$ cat config.mk
export PLATFORM = sky130hd
export DESIGN_NAME = uart_command_frame_parser_top_flat
export DESIGN_NICKNAME = d
export VERILOG_FILES = /design/src/rtl/ucfp_pkg.sv /design/src/rtl/ucfp_in_if.sv /design/src/rtl/ucfp_out_if.sv /design/src/rtl/ucfp_match.sv /design/src/rtl/ucfp_engine.sv /design/src/rtl/uart_command_frame_parser_top.sv /design/src/flat_wrapper.sv
export VERILOG_INCLUDE_DIRS = /design/src /design/src/rtl
export SDC_FILE = /design/constraint.sdc
export NUM_CORES = 1
export LEC_CHECK = 0
export ABC_AREA = 1
export BUFFER_PORTS_ARGS = -buffer_cell sky130_fd_sc_hd__buf_2
export CORE_UTILIZATION = 45
export CTS_BUF_LIST = sky130_fd_sc_hd__clkbuf_8
export DETAILED_ROUTE_END_ITERATION = 10
export PLACE_DENSITY = 0.65
export SLEW_MARGIN = 5
export SYNTH_ARGS = -nofsm -noshare
export SYNTH_HDL_FRONTEND = slang
export SYNTH_SLANG_ARGS = --single-unit
$ cat constraint.sdc
create_clock -name clk -period 7.15 [get_ports clk]
set_input_delay 1.43 -clock clk [delete_from_list [all_inputs] [get_ports clk]]
set_output_delay 1.43 -clock clk [all_outputs]
set_load 0.01 [all_outputs]
$ cat src/rtl/assert_macros.svh
// Assertion macros for the serial command frame parser.
// Expects clk and rst_n in the scope of each use.
`ifndef ASSERT_MACROS_SVH
`define ASSERT_MACROS_SVH

// Same-cycle implication, disabled during reset.
`define UCFP_ASSERT_IMPL(lbl, ante, cons) \
    lbl: assert property (@(posedge clk) disable iff (!rst_n) (ante) |-> (cons)) \
        else $error("ucfp assertion failed");

// Next-cycle implication, disabled during reset.
`define UCFP_ASSERT_NEXT(lbl, ante, cons) \
    lbl: assert property (@(posedge clk) disable iff (!rst_n) (ante) |=> (cons)) \
        else $error("ucfp assertion failed");

`endif

$ cat src/rtl/ucfp_pkg.sv
// Package for the serial command frame parser: sizes, codes, character
// constants, result type and the frame store reset template. No dependencies.
`default_nettype none

package ucfp_pkg;

    localparam int FRAME_BYTES   = 20;
    localparam int COMMAND_COUNT = 4;
    localparam int CMD_WORDS     = 4;
    localparam int CFG_IDX_W     = 2;
    localparam int WORD_W        = 32;
    localparam int WIDX_W        = $clog2(FRAME_BYTES + 1);
    localparam int CMD_IDX_W     = 3;

    localparam logic [CMD_IDX_W-1:0] CMD_NO_MATCH = 3'd4;

    localparam logic [CFG_IDX_W-1:0] REG_CMD_A = 2'd0;
    localparam logic [CFG_IDX_W-1:0] REG_CMD_B = 2'd1;
    localparam logic [CFG_IDX_W-1:0] REG_CMD_C = 2'd2;
    localparam logic [CFG_IDX_W-1:0] REG_CMD_D = 2'd3;

    localparam logic [WORD_W-1:0] CMD_A_RESET = 32'h5343_5056;
    localparam logic [WORD_W-1:0] CMD_B_RESET = 32'h4743_5056;
    localparam logic [WORD_W-1:0] CMD_C_RESET = 32'h5344_534D;
    localparam logic [WORD_W-1:0] CMD_D_RESET = 32'h4744_5354;

    localparam logic [7:0] CH_V_UP   = 8'h56;
    localparam logic [7:0] CH_V_LO   = 8'h76;
    localparam logic [7:0] CH_M_UP   = 8'h4D;
    localparam logic [7:0] CH_M_LO   = 8'h6D;
    localparam logic [7:0] CH_F_UP   = 8'h46;
    localparam logic [7:0] CH_F_LO   = 8'h66;
    localparam logic [7:0] CH_C_UP   = 8'h43;
    localparam logic [7:0] CH_C_LO   = 8'h63;
    localparam logic [7:0] CH_L_UP   = 8'h4C;
    localparam logic [7:0] CH_L_LO   = 8'h6C;
    localparam logic [7:0] CH_DOLLAR = 8'h24;
    localparam logic [7:0] CH_HASH   = 8'h23;
    localparam logic [7:0] CH_COMMA  = 8'h2C;
    localparam logic [7:0] CH_T_UP   = 8'h54;

    localparam logic OP_RECEIVE = 1'b0;
    localparam logic OP_RELEASE = 1'b1;

    typedef enum logic [1:0] {
        FAULT_NONE    = 2'd0,
        FAULT_OVERRUN = 2'd1,
        FAULT_START   = 2'd2
    } fault_t;

    typedef struct packed {
        logic                 verbose_on;
        logic                 celsius_on;
        logic                 lamp_on;
        logic                 receiving;
        logic                 frame_held;
        logic                 frame_done;
        logic [1:0]           error_code;
        logic [CMD_IDX_W-1:0] command_index;
        logic [31:0]          target_text;
        logic [63:0]          value_text;
    } result_t;

    // Reset image "$CCCC,TTTT,VVVVVVVV#", zero past the template.
    function automatic logic [7:0] template_byte(input int pos);
        logic [7:0] ch;
        ch = 8'h00;
        if (pos == 0) ch = CH_DOLLAR;
        else if (pos >= 1 && pos <= 4) ch = CH_C_UP;
        else if (pos == 5 || pos == 10) ch = CH_COMMA;
        else if (pos >= 6 && pos <= 9) ch = CH_T_UP;
        else if (pos >= 11 && pos <= 18) ch = CH_V_UP;
        else if (pos == 19) ch = CH_HASH;
        return ch;
    endfunction

endpackage

`default_nettype wire

$ cat src/rtl/ucfp_in_if.sv
// Input channel of the serial command frame parser: valid/ready plus op and
// received byte. Depends on nothing but ucfp_pkg by convention.
`default_nettype none

interface ucfp_in_if import ucfp_pkg::*; ();
    logic       valid;
    logic       ready;
    logic       op;
    logic [7:0] rx_byte;

    modport source (output valid, output op, output rx_byte, input ready);
    modport sink   (input valid, input op, input rx_byte, output ready);
endinterface

`default_nettype wire

$ cat src/rtl/ucfp_out_if.sv
// Result channel of the serial command frame parser: valid/ready plus status
// flags and decoded frame fields. Depends on ucfp_pkg.
`default_nettype none

interface ucfp_out_if import ucfp_pkg::*; ();
    logic                 valid;
    logic                 ready;
    logic                 verbose_on;
    logic                 celsius_on;
    logic                 lamp_on;
    logic                 receiving;
    logic                 frame_held;
    logic                 frame_done;
    logic [1:0]           error_code;
    logic [CMD_IDX_W-1:0] command_index;
    logic [31:0]          target_text;
    logic [63:0]          value_text;

    modport source (output valid, output verbose_on, output celsius_on, output lamp_on,
                    output receiving, output frame_held, output frame_done,
                    output error_code, output command_index, output target_text,
                    output value_text, input ready);
    modport sink   (input valid, input verbose_on, input celsius_on, input lamp_on,
                    input receiving, input frame_held, input frame_done,
                    input error_code, input command_index, input target_text,
                    input value_text, output ready);
endinterface

`default_nettype wire

$ cat src/rtl/ucfp_match.sv
// Command matcher: compares the four command bytes of the store against the
// command word registers. Depends on ucfp_pkg.
`default_nettype none

module ucfp_match import ucfp_pkg::*;
(
    input  wire logic [WORD_W-1:0]    cmd_text,
    input  wire logic [WORD_W-1:0]    cmd_words [CMD_WORDS],
    output logic      [CMD_IDX_W-1:0] cmd_index
);

    // Scan downward so the lowest matching word wins.
    always_comb
    begin
        cmd_index = CMD_NO_MATCH;
        for (int k = COMMAND_COUNT - 1; k >= 0; k--)
        begin
            if (cmd_words[k] == cmd_text)
            begin
                cmd_index = CMD_IDX_W'(k);
            end
        end
    end

endmodule

`default_nettype wire

$ cat src/rtl/ucfp_engine.sv
// Parser state and per-byte update: mode flags, frame store, write index and
// fault code; forms the result of each transfer. Depends on ucfp_pkg, ucfp_match.
`default_nettype none

module ucfp_engine import ucfp_pkg::*;
(
    input  wire logic              clk,
    input  wire logic              rst_n,
    input  wire logic              accept,
    input  wire logic              op,
    input  wire logic [7:0]        rx_byte,
    input  wire logic [WORD_W-1:0] cmd_words [CMD_WORDS],
    output result_t                result_next
);

    logic [7:0]        store_reg [FRAME_BYTES];
    logic [7:0]        store_next [FRAME_BYTES];
    logic [WIDX_W-1:0] widx_reg;
    logic [WIDX_W-1:0] widx_next;
    logic              collecting_reg;
    logic              collecting_next;
    logic              held_reg;
    logic              held_next;
    fault_t            fault_reg;
    fault_t            fault_next;
    logic              verbose_reg;
    logic              verbose_next;
    logic              celsius_reg;
    logic              celsius_next;
    logic              lamp_reg;
    logic              lamp_next;
    logic              done;
    logic [CMD_IDX_W-1:0] cmd_index;

    always_comb
    begin
        store_next      = store_reg;
        widx_next       = widx_reg;
        collecting_next = collecting_reg;
        held_next       = held_reg;
        fault_next      = fault_reg;
        verbose_next    = verbose_reg;
        celsius_next    = celsius_reg;
        lamp_next       = lamp_reg;
        done            = 1'b0;
        if (accept)
        begin
            if (op == OP_RELEASE)
            begin
                held_next  = 1'b0;
                fault_next = FAULT_NONE;
            end
            else if (!collecting_reg)
            begin
                case (rx_byte)
                    CH_V_UP, CH_V_LO: verbose_next = 1'b1;
                    CH_M_UP, CH_M_LO: verbose_next = 1'b0;
                    CH_F_UP, CH_F_LO: celsius_next = 1'b0;
                    CH_C_UP, CH_C_LO: celsius_next = 1'b1;
                    CH_L_UP, CH_L_LO: lamp_next    = !lamp_reg;
                    CH_DOLLAR:
                    begin
                        if (!held_reg)
                        begin
                            collecting_next = 1'b1;
                            store_next[0]   = rx_byte;
                            widx_next       = WIDX_W'(1);
                        end
                        else
                        begin
                            fault_next = FAULT_START;
                        end
                    end
                    default: ;
                endcase
            end
            else if (fault_reg == FAULT_NONE)
            begin
                for (int k = 0; k < FRAME_BYTES; k++)
                begin
                    if (widx_reg == WIDX_W'(k))
                    begin
                        store_next[k] = rx_byte;
                    end
                end
                widx_next = widx_reg + WIDX_W'(1);
                if (rx_byte == CH_HASH)
                begin
                    collecting_next = 1'b0;
                    held_next       = 1'b1;
                    done            = 1'b1;
                end
                if (widx_next >= WIDX_W'(FRAME_BYTES))
                begin
                    collecting_next = 1'b0;
                    held_next       = 1'b1;
                    fault_next      = FAULT_OVERRUN;
                    done            = 1'b1;
                end
            end
        end
    end

    always_ff @(posedge clk or negedge rst_n)
    begin
        if (!rst_n)
        begin
            for (int k = 0; k < FRAME_BYTES; k++)
            begin
                store_reg[k] <= template_byte(k);
            end
            widx_reg       <= '0;
            collecting_reg <= 1'b0;
            held_reg       <= 1'b0;
            fault_reg      <= FAULT_NONE;
            verbose_reg    <= 1'b1;
            celsius_reg    <= 1'b0;
            lamp_reg       <= 1'b0;
        end
        else
        begin
            store_reg      <= store_next;
            widx_reg       <= widx_next;
            collecting_reg <= collecting_next;
            held_reg       <= held_next;
            fault_reg      <= fault_next;
            verbose_reg    <= verbose_next;
            celsius_reg    <= celsius_next;
            lamp_reg       <= lamp_next;
        end
    end

    ucfp_match u_match
    (
        .cmd_text  ({store_next[1], store_next[2], store_next[3], store_next[4]}),
        .cmd_words (cmd_words),
        .cmd_index (cmd_index)
    );

    always_comb
    begin
        result_next.verbose_on    = verbose_next;
        result_next.celsius_on    = celsius_next;
        result_next.lamp_on       = lamp_next;
        result_next.receiving     = collecting_next;
        result_next.frame_held    = held_next;
        result_next.frame_done    = done;
        result_next.error_code    = fault_next;
        result_next.command_index = '0;
        result_next.target_text   = '0;
        result_next.value_text    = '0;
        if (held_next)
        begin
            result_next.command_index = cmd_index;
            result_next.target_text   = {store_next[6], store_next[7],
                                         store_next[8], store_next[9]};
            result_next.value_text    = {store_next[11], store_next[12],
                                         store_next[13], store_next[14],
                                         store_next[15], store_next[16],
                                         store_next[17], store_next[18]};
        end
    end

endmodule

`default_nettype wire

$ cat src/rtl/uart_command_frame_parser_top.sv
// Top level of the serial command frame parser: configuration registers,
// result register and handshake. Depends on ucfp_pkg, ucfp_in_if, ucfp_out_if,
// ucfp_engine and assert_macros.svh.
//
// One transfer on in_ch yields one result on out_ch, registered in the cycle
// after the transfer. A new byte is taken in every cycle while out_ch drains;
// the single result register sets the rate at one item per cycle and stalls
// the input only while a result waits and out_ch is not ready. The user must
// write command words via cfg_wr_en/cfg_index/cfg_data while idle; unchecked.
`default_nettype none

`include "assert_macros.svh"

module uart_command_frame_parser_top import ucfp_pkg::*;
(
    input  wire logic                 clk,
    input  wire logic                 rst_n,
    ucfp_in_if.sink                   in_ch,
    ucfp_out_if.source                out_ch,
    input  wire logic                 cfg_wr_en,
    input  wire logic [CFG_IDX_W-1:0] cfg_index,
    input  wire logic [WORD_W-1:0]    cfg_data
);

    logic [WORD_W-1:0] cmd_word_reg [CMD_WORDS];
    result_t           out_reg;
    logic              out_valid_reg;
    logic              out_valid_next;
    logic              accept;
    result_t           result_next;

    assign in_ch.ready    = !out_valid_reg || out_ch.ready;
    assign accept         = in_ch.valid && in_ch.ready;
    assign out_valid_next = accept || (out_valid_reg && !out_ch.ready);

    always_ff @(posedge clk or negedge rst_n)
    begin
        if (!rst_n)
        begin
            cmd_word_reg[0] <= CMD_A_RESET;
            cmd_word_reg[1] <= CMD_B_RESET;
            cmd_word_reg[2] <= CMD_C_RESET;
            cmd_word_reg[3] <= CMD_D_RESET;
        end
        else if (cfg_wr_en)
        begin
            case (cfg_index)
                REG_CMD_A: cmd_word_reg[0] <= cfg_data;
                REG_CMD_B: cmd_word_reg[1] <= cfg_data;
                REG_CMD_C: cmd_word_reg[2] <= cfg_data;
                REG_CMD_D: cmd_word_reg[3] <= cfg_data;
                default: ;
            endcase
        end
    end

    ucfp_engine u_engine
    (
        .clk         (clk),
        .rst_n       (rst_n),
        .accept      (accept),
        .op          (in_ch.op),
        .rx_byte     (in_ch.rx_byte),
        .cmd_words   (cmd_word_reg),
        .result_next (result_next)
    );

    always_ff @(posedge clk or negedge rst_n)
    begin
        if (!rst_n)
        begin
            out_valid_reg <= 1'b0;
        end
        else
        begin
            out_valid_reg <= out_valid_next;
        end
    end

    // Load the result register on every input transfer.
    always_ff @(posedge clk)
    begin
        if (accept)
        begin
            out_reg <= result_next;
        end
    end

    assign out_ch.valid         = out_valid_reg;
    assign out_ch.verbose_on    = out_reg.verbose_on;
    assign out_ch.celsius_on    = out_reg.celsius_on;
    assign out_ch.lamp_on       = out_reg.lamp_on;
    assign out_ch.receiving     = out_reg.receiving;
    assign out_ch.frame_held    = out_reg.frame_held;
    assign out_ch.frame_done    = out_reg.frame_done;
    assign out_ch.error_code    = out_reg.error_code;
    assign out_ch.command_index = out_reg.command_index;
    assign out_ch.target_text   = out_reg.target_text;
    assign out_ch.value_text    = out_reg.value_text;

    `UCFP_ASSERT_NEXT(a_accept_gives_result, accept, out_valid_reg)
    `UCFP_ASSERT_IMPL(a_not_held_and_receiving, out_valid_reg,
                      !(out_reg.receiving && out_reg.frame_held))
    `UCFP_ASSERT_IMPL(a_done_ends_frame, out_valid_reg && out_reg.frame_done,
                      out_reg.frame_held && !out_reg.receiving)
    `UCFP_ASSERT_IMPL(a_fields_clear_when_free, out_valid_reg && !out_reg.frame_held,
                      out_reg.command_index == '0 && out_reg.target_text == '0)

endmodule

`default_nettype wire
$ cat src/flat_wrapper.sv
// flat-port wrapper written by rule: the top's interface ports become plain ports
module uart_command_frame_parser_top_flat import ucfp_pkg::*;
  (clk, rst_n, cfg_wr_en, cfg_index, cfg_data, in_ch_valid, in_ch_op, in_ch_rx_byte, in_ch_ready, out_ch_valid, out_ch_verbose_on, out_ch_celsius_on, out_ch_lamp_on, out_ch_receiving, out_ch_frame_held, out_ch_frame_done, out_ch_error_code, out_ch_command_index, out_ch_target_text, out_ch_value_text, out_ch_ready);
  ucfp_in_if in_ch_i ();
  ucfp_out_if out_ch_i ();
  input  wire logic clk;
  input  wire logic rst_n;
  input  wire logic cfg_wr_en;
  input  wire logic [CFG_IDX_W-1:0] cfg_index;
  input  wire logic [WORD_W-1:0] cfg_data;
  input wire logic [$bits(in_ch_i.valid)-1:0] in_ch_valid;
  input wire logic [$bits(in_ch_i.op)-1:0] in_ch_op;
  input wire logic [$bits(in_ch_i.rx_byte)-1:0] in_ch_rx_byte;
  output wire logic [$bits(in_ch_i.ready)-1:0] in_ch_ready;
  output wire logic [$bits(out_ch_i.valid)-1:0] out_ch_valid;
  output wire logic [$bits(out_ch_i.verbose_on)-1:0] out_ch_verbose_on;
  output wire logic [$bits(out_ch_i.celsius_on)-1:0] out_ch_celsius_on;
  output wire logic [$bits(out_ch_i.lamp_on)-1:0] out_ch_lamp_on;
  output wire logic [$bits(out_ch_i.receiving)-1:0] out_ch_receiving;
  output wire logic [$bits(out_ch_i.frame_held)-1:0] out_ch_frame_held;
  output wire logic [$bits(out_ch_i.frame_done)-1:0] out_ch_frame_done;
  output wire logic [$bits(out_ch_i.error_code)-1:0] out_ch_error_code;
  output wire logic [$bits(out_ch_i.command_index)-1:0] out_ch_command_index;
  output wire logic [$bits(out_ch_i.target_text)-1:0] out_ch_target_text;
  output wire logic [$bits(out_ch_i.value_text)-1:0] out_ch_value_text;
  input wire logic [$bits(out_ch_i.ready)-1:0] out_ch_ready;
  assign in_ch_i.valid = in_ch_valid;
  assign in_ch_i.op = in_ch_op;
  assign in_ch_i.rx_byte = in_ch_rx_byte;
  assign in_ch_ready = in_ch_i.ready;
  assign out_ch_valid = out_ch_i.valid;
  assign out_ch_verbose_on = out_ch_i.verbose_on;
  assign out_ch_celsius_on = out_ch_i.celsius_on;
  assign out_ch_lamp_on = out_ch_i.lamp_on;
  assign out_ch_receiving = out_ch_i.receiving;
  assign out_ch_frame_held = out_ch_i.frame_held;
  assign out_ch_frame_done = out_ch_i.frame_done;
  assign out_ch_error_code = out_ch_i.error_code;
  assign out_ch_command_index = out_ch_i.command_index;
  assign out_ch_target_text = out_ch_i.target_text;
  assign out_ch_value_text = out_ch_i.value_text;
  assign out_ch_i.ready = out_ch_ready;
  uart_command_frame_parser_top u_core (.clk(clk), .rst_n(rst_n), .in_ch(in_ch_i), .out_ch(out_ch_i), .cfg_wr_en(cfg_wr_en), .cfg_index(cfg_index), .cfg_data(cfg_data));
endmodule
### Yosys cells after proc, flatten, opt, wreduce, memory -nomap -nowiden

Index checks and enable logic that the tools add are counted.

| storage, ports and cells | value |
|---|---|
| flip-flop bits (word level) | 400 |
| output and inout bits | 109 |

| cells by class | value |
|---|---|
| add/subtract/negate cells | 1 |
| $lt $le $gt $ge | 1 |
| equal/unequal tests | 40 |
| muxes and demuxes | 66 |
| bitwise gates (word level) | 4 |
| reduce and logical (&&, ||, !) cells | 28 |

Operators with widths:

| cell | number |
|---|---|
| 152-bit two-way mux | 3 |
| 160-bit two-way mux | 1 |
| 8-bit two-way mux | 20 |
| 32-bit == test | 4 |
| 8-bit by 7-bit == test with 1-bit output, second input constant | 10 |
| 5-bit by 4-bit == test with 1-bit output, second input constant | 8 |
| 1-bit two-way mux | 27 |
| 5-bit by 3-bit == test with 1-bit output, second input constant | 4 |
| 5-bit == test, second input constant | 4 |
| 5-bit two-way mux | 4 |
| 5-bit AND reduction | 4 |
| 8-bit by 6-bit == test with 1-bit output, second input constant | 2 |
| 2-bit two-way mux | 8 |
| 2-bit OR reduction | 6 |
| 5-bit by 2-bit == test with 1-bit output, second input constant | 2 |
| 2-bit AND reduction | 4 |
| 3-bit OR reduction | 2 |
| 5-bit by 1-bit adder with 5-bit output, second input constant | 1 |
| 5-bit by 1-bit == test with 1-bit output, second input constant | 1 |
| 5-bit greater-or-equal comparator, second input constant | 1 |
| 5-bit logical NOT | 1 |
| 2-bit == test, second input constant | 2 |
| 2-bit logical NOT | 2 |
| 1-bit inverter | 4 |
| other kinds (10) | 15 |

### Longest topological paths before layout

| depth | value |
|---|---|
| depth in word-level cells | 10 |
| depth in mapped cells | 19 |

### Hierarchy

Synthesis repeated with hierarchy kept, for this count alone.

| second synthesis, totals | value |
|---|---|
| cells, all modules | 2046 |
| area, all modules | 17907.2 µm² |

Modules (own cells, without submodules):

| module | instances | cells each | area an instance (µm²) | sequential area each (µm²) |
|---|---|---|---|---|
| uart_command_frame_parser_top | 1 | 682 | 8513.2 | 6507.5 |
| ucfp_engine | 1 | 914 | 7234.4 | 3574.7 |
| ucfp_match | 1 | 450 | 2159.6 | 0.0 |

### Least setup slack after synthesis

Ideal clock, no wire load.

| path | value |
|---|---|
| path type | input -> register |
| start point | input out_ch_ready |
| end point | register u_core.out_reg (netlist bit u_core.out_ch.value_text[39]), data pin |
| setup time | 0.139 ns |
| data arrival time | 4.651 ns |
| path slack | 2.360 ns |
| stages | 10 |
| buffers on the path | 2 |
| cell sequence | inv_1 > nand2_4 > nand2_1 > inv_1 > nand2_1 > nand2_1 > inv_2 > buf_4 > buf_2 > nor2_1 |

RTL lines:

| item | RTL line | RTL |
|---|---|---|
| from (decl) | flat_wrapper.sv:26 | `input wire logic [$bits(out_ch_i.ready)-1:0] out_ch_ready;` |
| to (signal assigned) | uart_command_frame_parser_top.sv:85 | `out_reg <= result_next;` |
| to (decl) | uart_command_frame_parser_top.sv:26 | `result_t out_reg;` |

==> metrics.txt <==
Die Width=200 um; crit-path max FO=31; RD Place Congestion=0.878; I/O pin total=157; Netlist cell types=35; critical setup path kind=in -> reg; met3 WL=~2800 um; element type at the critical path end=register; vias per cell=between 4 and 5; Reg-to-Reg End=u_core.out_ch.command_index[2]; CTS tree=done; PD cells=247 mW/mm^2; Synth area leader=dfrtp_1; critical path's top delay family=simple AND/OR/NAND/NOR gates; worst skew pair latency=610 ps; final worst-path cycle share=~53%; nets@finish=2,326; Pleak=10.2 nW; clk_skew=17.2 ps; Clock Tree Root=clkbuf_8; CP Cell Sequence=buf_2, inv_1, nand2_4, nand3_4, nor2_4, buf_4, nand2_4, nand2_1, nand2_1, nand2_1, nand2_1, nor2_1, nand2_1, nor2_1, nand2_1, o21ai_0, nor2_1; gr usage total=22.5%; launch point of the worst path=out_ch_ready; EDFF count, synth=107; Die H=between 150 and 200 um; Hold Crit Class=reg -> reg; largest net degree at the start of global routing=165; first-pass GRT wire length=69,200 um; CTS resizes=0; Max Freq=265 MHz; CP Depth=17; # fillers=3,676; clock sink total=376; Yosys Warn Count=0; Pre-antenna DRT Iters=7; min Tclk post-route=3780 ps; syn_nets=2,169; clock slew at reported path FFs=~60 ps; reg2reg start=u_core.out_ch.valid; Yosys reg bits=about 380; Post-CTS Hold Fix Bufs=0; synthesized cell area=roughly 0.018 mm^2; Placed Cells incl. Taps=roughly 2,700; core area=0.0386 mm^2; Critical Path End=u_core.out_ch.command_index[2]; starting density of the core=45.6%; htree depth=3; Post-Route WL=roughly 44,000 um; number of global-route vias before repair=between 10,000 and 15,000; CP max stage delay=630 ps; Clock Path Buffers=3; maxcap violations=0; full die area=0.0400 mm^2; top cells by area, synth=dfrtp_1 23%, edfxtp_1 18%, dfstp_2 16%; Detailed Place HPWL=28,100 um; startpoint types=input pin; GRT overflow=0; Final Max Slew Viols=0; Metal-1 WL=19,700 um; Seq/Total Area, Yosys=57.2%; FP Rows=72; critical path buffer and inverter count=3; Worst Reg-to-Reg Cells=15; Reg2Reg Setup Slack=between 3000 and 4000 ps; Slew HR=29.6%; Final Hold Fails=0; Num CTS Buffers=66; Non-Filler Instances=2,842; routed len/inst=15.3 um; setup TNS after final layout=0 ps; P&R area growth vs syn=13.5%; ys flop type=dfrtp_1; via count=roughly 14,000; slew at the pin closest to its max-slew limit=1060 ps; ys async rst share=a little under three quarters; Setup violations, final=0; antenna-violating nets left=0; quantity of I/O buffers inserted on ports=between 150 and 200; share of cells above drive strength 1=between 10% and 20%; initial drt markers=925; Peak supply drop=around 0.12 mV; status=complete, no violations; cell count after synthesis=2,116; top sig layer=met5; setup bufs post-CTS=0; post-synth top area share=22.6%; Ant. Diodes=0; most frequent CP cell=nand2_1; synthesized area per cell=8.33 um^2; RSZ-0062 raised after global routing=no; Slowest-stage cell, CP=nor2_4; DRC=0; initial antenna violation count=1; critical path arrival=4130 ps; Worst Path Required=between 7000 and 8000 ps; DR WL met2=20,000 um
[through the flow]
stage	area, um^2	utilization (%)	hold slack, ps	total power (W)	setup slack, ps
floorplan	17600	-	439	0.00291	2360
finish	20000	51.7	475	0.00494	3370
global route	20000	51.7	509	0.00519	3150
CTS	20000	51.7	476	0.00499	3470
global placement	18800	48.6	458	0.00312	2880
detailed placement	18800	48.6	458	0.00314	2830
[worst min-delay path by stage]
| stage | depth (start not counted) | slack, ps | startpoint | endpoint |
|---|---|---|---|---|
| 2_1_floorplan | 1 | 440 | u_core.u_engine.lamp_reg | u_core.u_engine.lamp_reg |
| 3_3_place_gp | 1 | 460 | u_core.u_engine.lamp_reg | u_core.u_engine.lamp_reg |
| 3_5_place_dp | 1 | 460 | u_core.u_engine.lamp_reg | u_core.u_engine.lamp_reg |
| 4_1_cts | 1 | 480 | u_core.u_engine.lamp_reg | u_core.u_engine.lamp_reg |
| 5_1_grt | 1 | 510 | u_core.u_engine.lamp_reg | u_core.u_engine.lamp_reg |
| 6_report | 1 | 480 | u_core.u_engine.lamp_reg | u_core.u_engine.lamp_reg |
[layout make-up]
cell class	instances	area (um^2)	share of cell area [%]
Multi-Input combinational cell	1277	5720	28.6
Clock inverter	46	213	1.06
Tap cell	518	648	3.24
Timing Repair Buffer	164	863	4.32
Clock buffer	73	1000	5.03
Inverter	388	1460	7.30
Sequential cell	376	10100	50.4
[synthesized netlist by cell type, types with 3 or more instances]
cell,count
nor3_1,4
nor2_1,162
dfrtp_1,159
nand3_1,138
nand2_1,640
o21ai_0,235
edfxtp_1,107
nand3b_1,11
buf_6,7
dfstp_2,110
buf_1,4
xor2_1,7
buf_4,7
nor2_4,4
nor2_8,3
ha_1,5
buf_2,10
inv_1,382
clkbuf_1,47
inv_2,5
nand2_4,5
nand4_1,20
nand2_2,26
[metal layers]
layer | track usage (%) | vias up
li1 | - | 6862
met1 | 30.8 | 6429
met2 | 36.1 | 425
met3 | 4.22 | 79
met4 | 7.49 | 2
met5 | 0 | -
[placed cells by master, fill, tap and decap left out, types with 11 or more instances in the layout]
master,instances
o21ai_0,235
inv_1,417
nand3b_1,11
nand3_1,136
buf_2,155
clkbuf_8,73
edfxtp_1,107
dfrtp_1,159
nand4_1,20
dfstp_2,110
nor2_1,162
nand2_2,28
nand2_1,638
[power by group]
part | internal [W] | switching (W)
Clock | 0.000971 | 0.000869
Sequential | 0.00242 | 0.000123
Combinational | 0.000194 | 0.000364
Total | 0.00358 | 0.00136
[cells by family (layout without fill, tap and decap cells)]
| family | after synthesis | in the layout | synth area share, % |
|---|---|---|---|
| AND/OR/NAND/NOR | 1021 | 1021 | 24.6 |
| adder cells (fa/ha/maj) | 5 | 5 | 0.355 |
| flip-flops | 376 | 376 | 57.2 |
| buffers and inverters | 463 | 671 | 10.4 |
| XOR/XNOR | 9 | 9 | 0.447 |
| AO/OA/AOI/OAI | 242 | 242 | 6.99 |
Note: power is estimated with default switching activity, not from simulation.
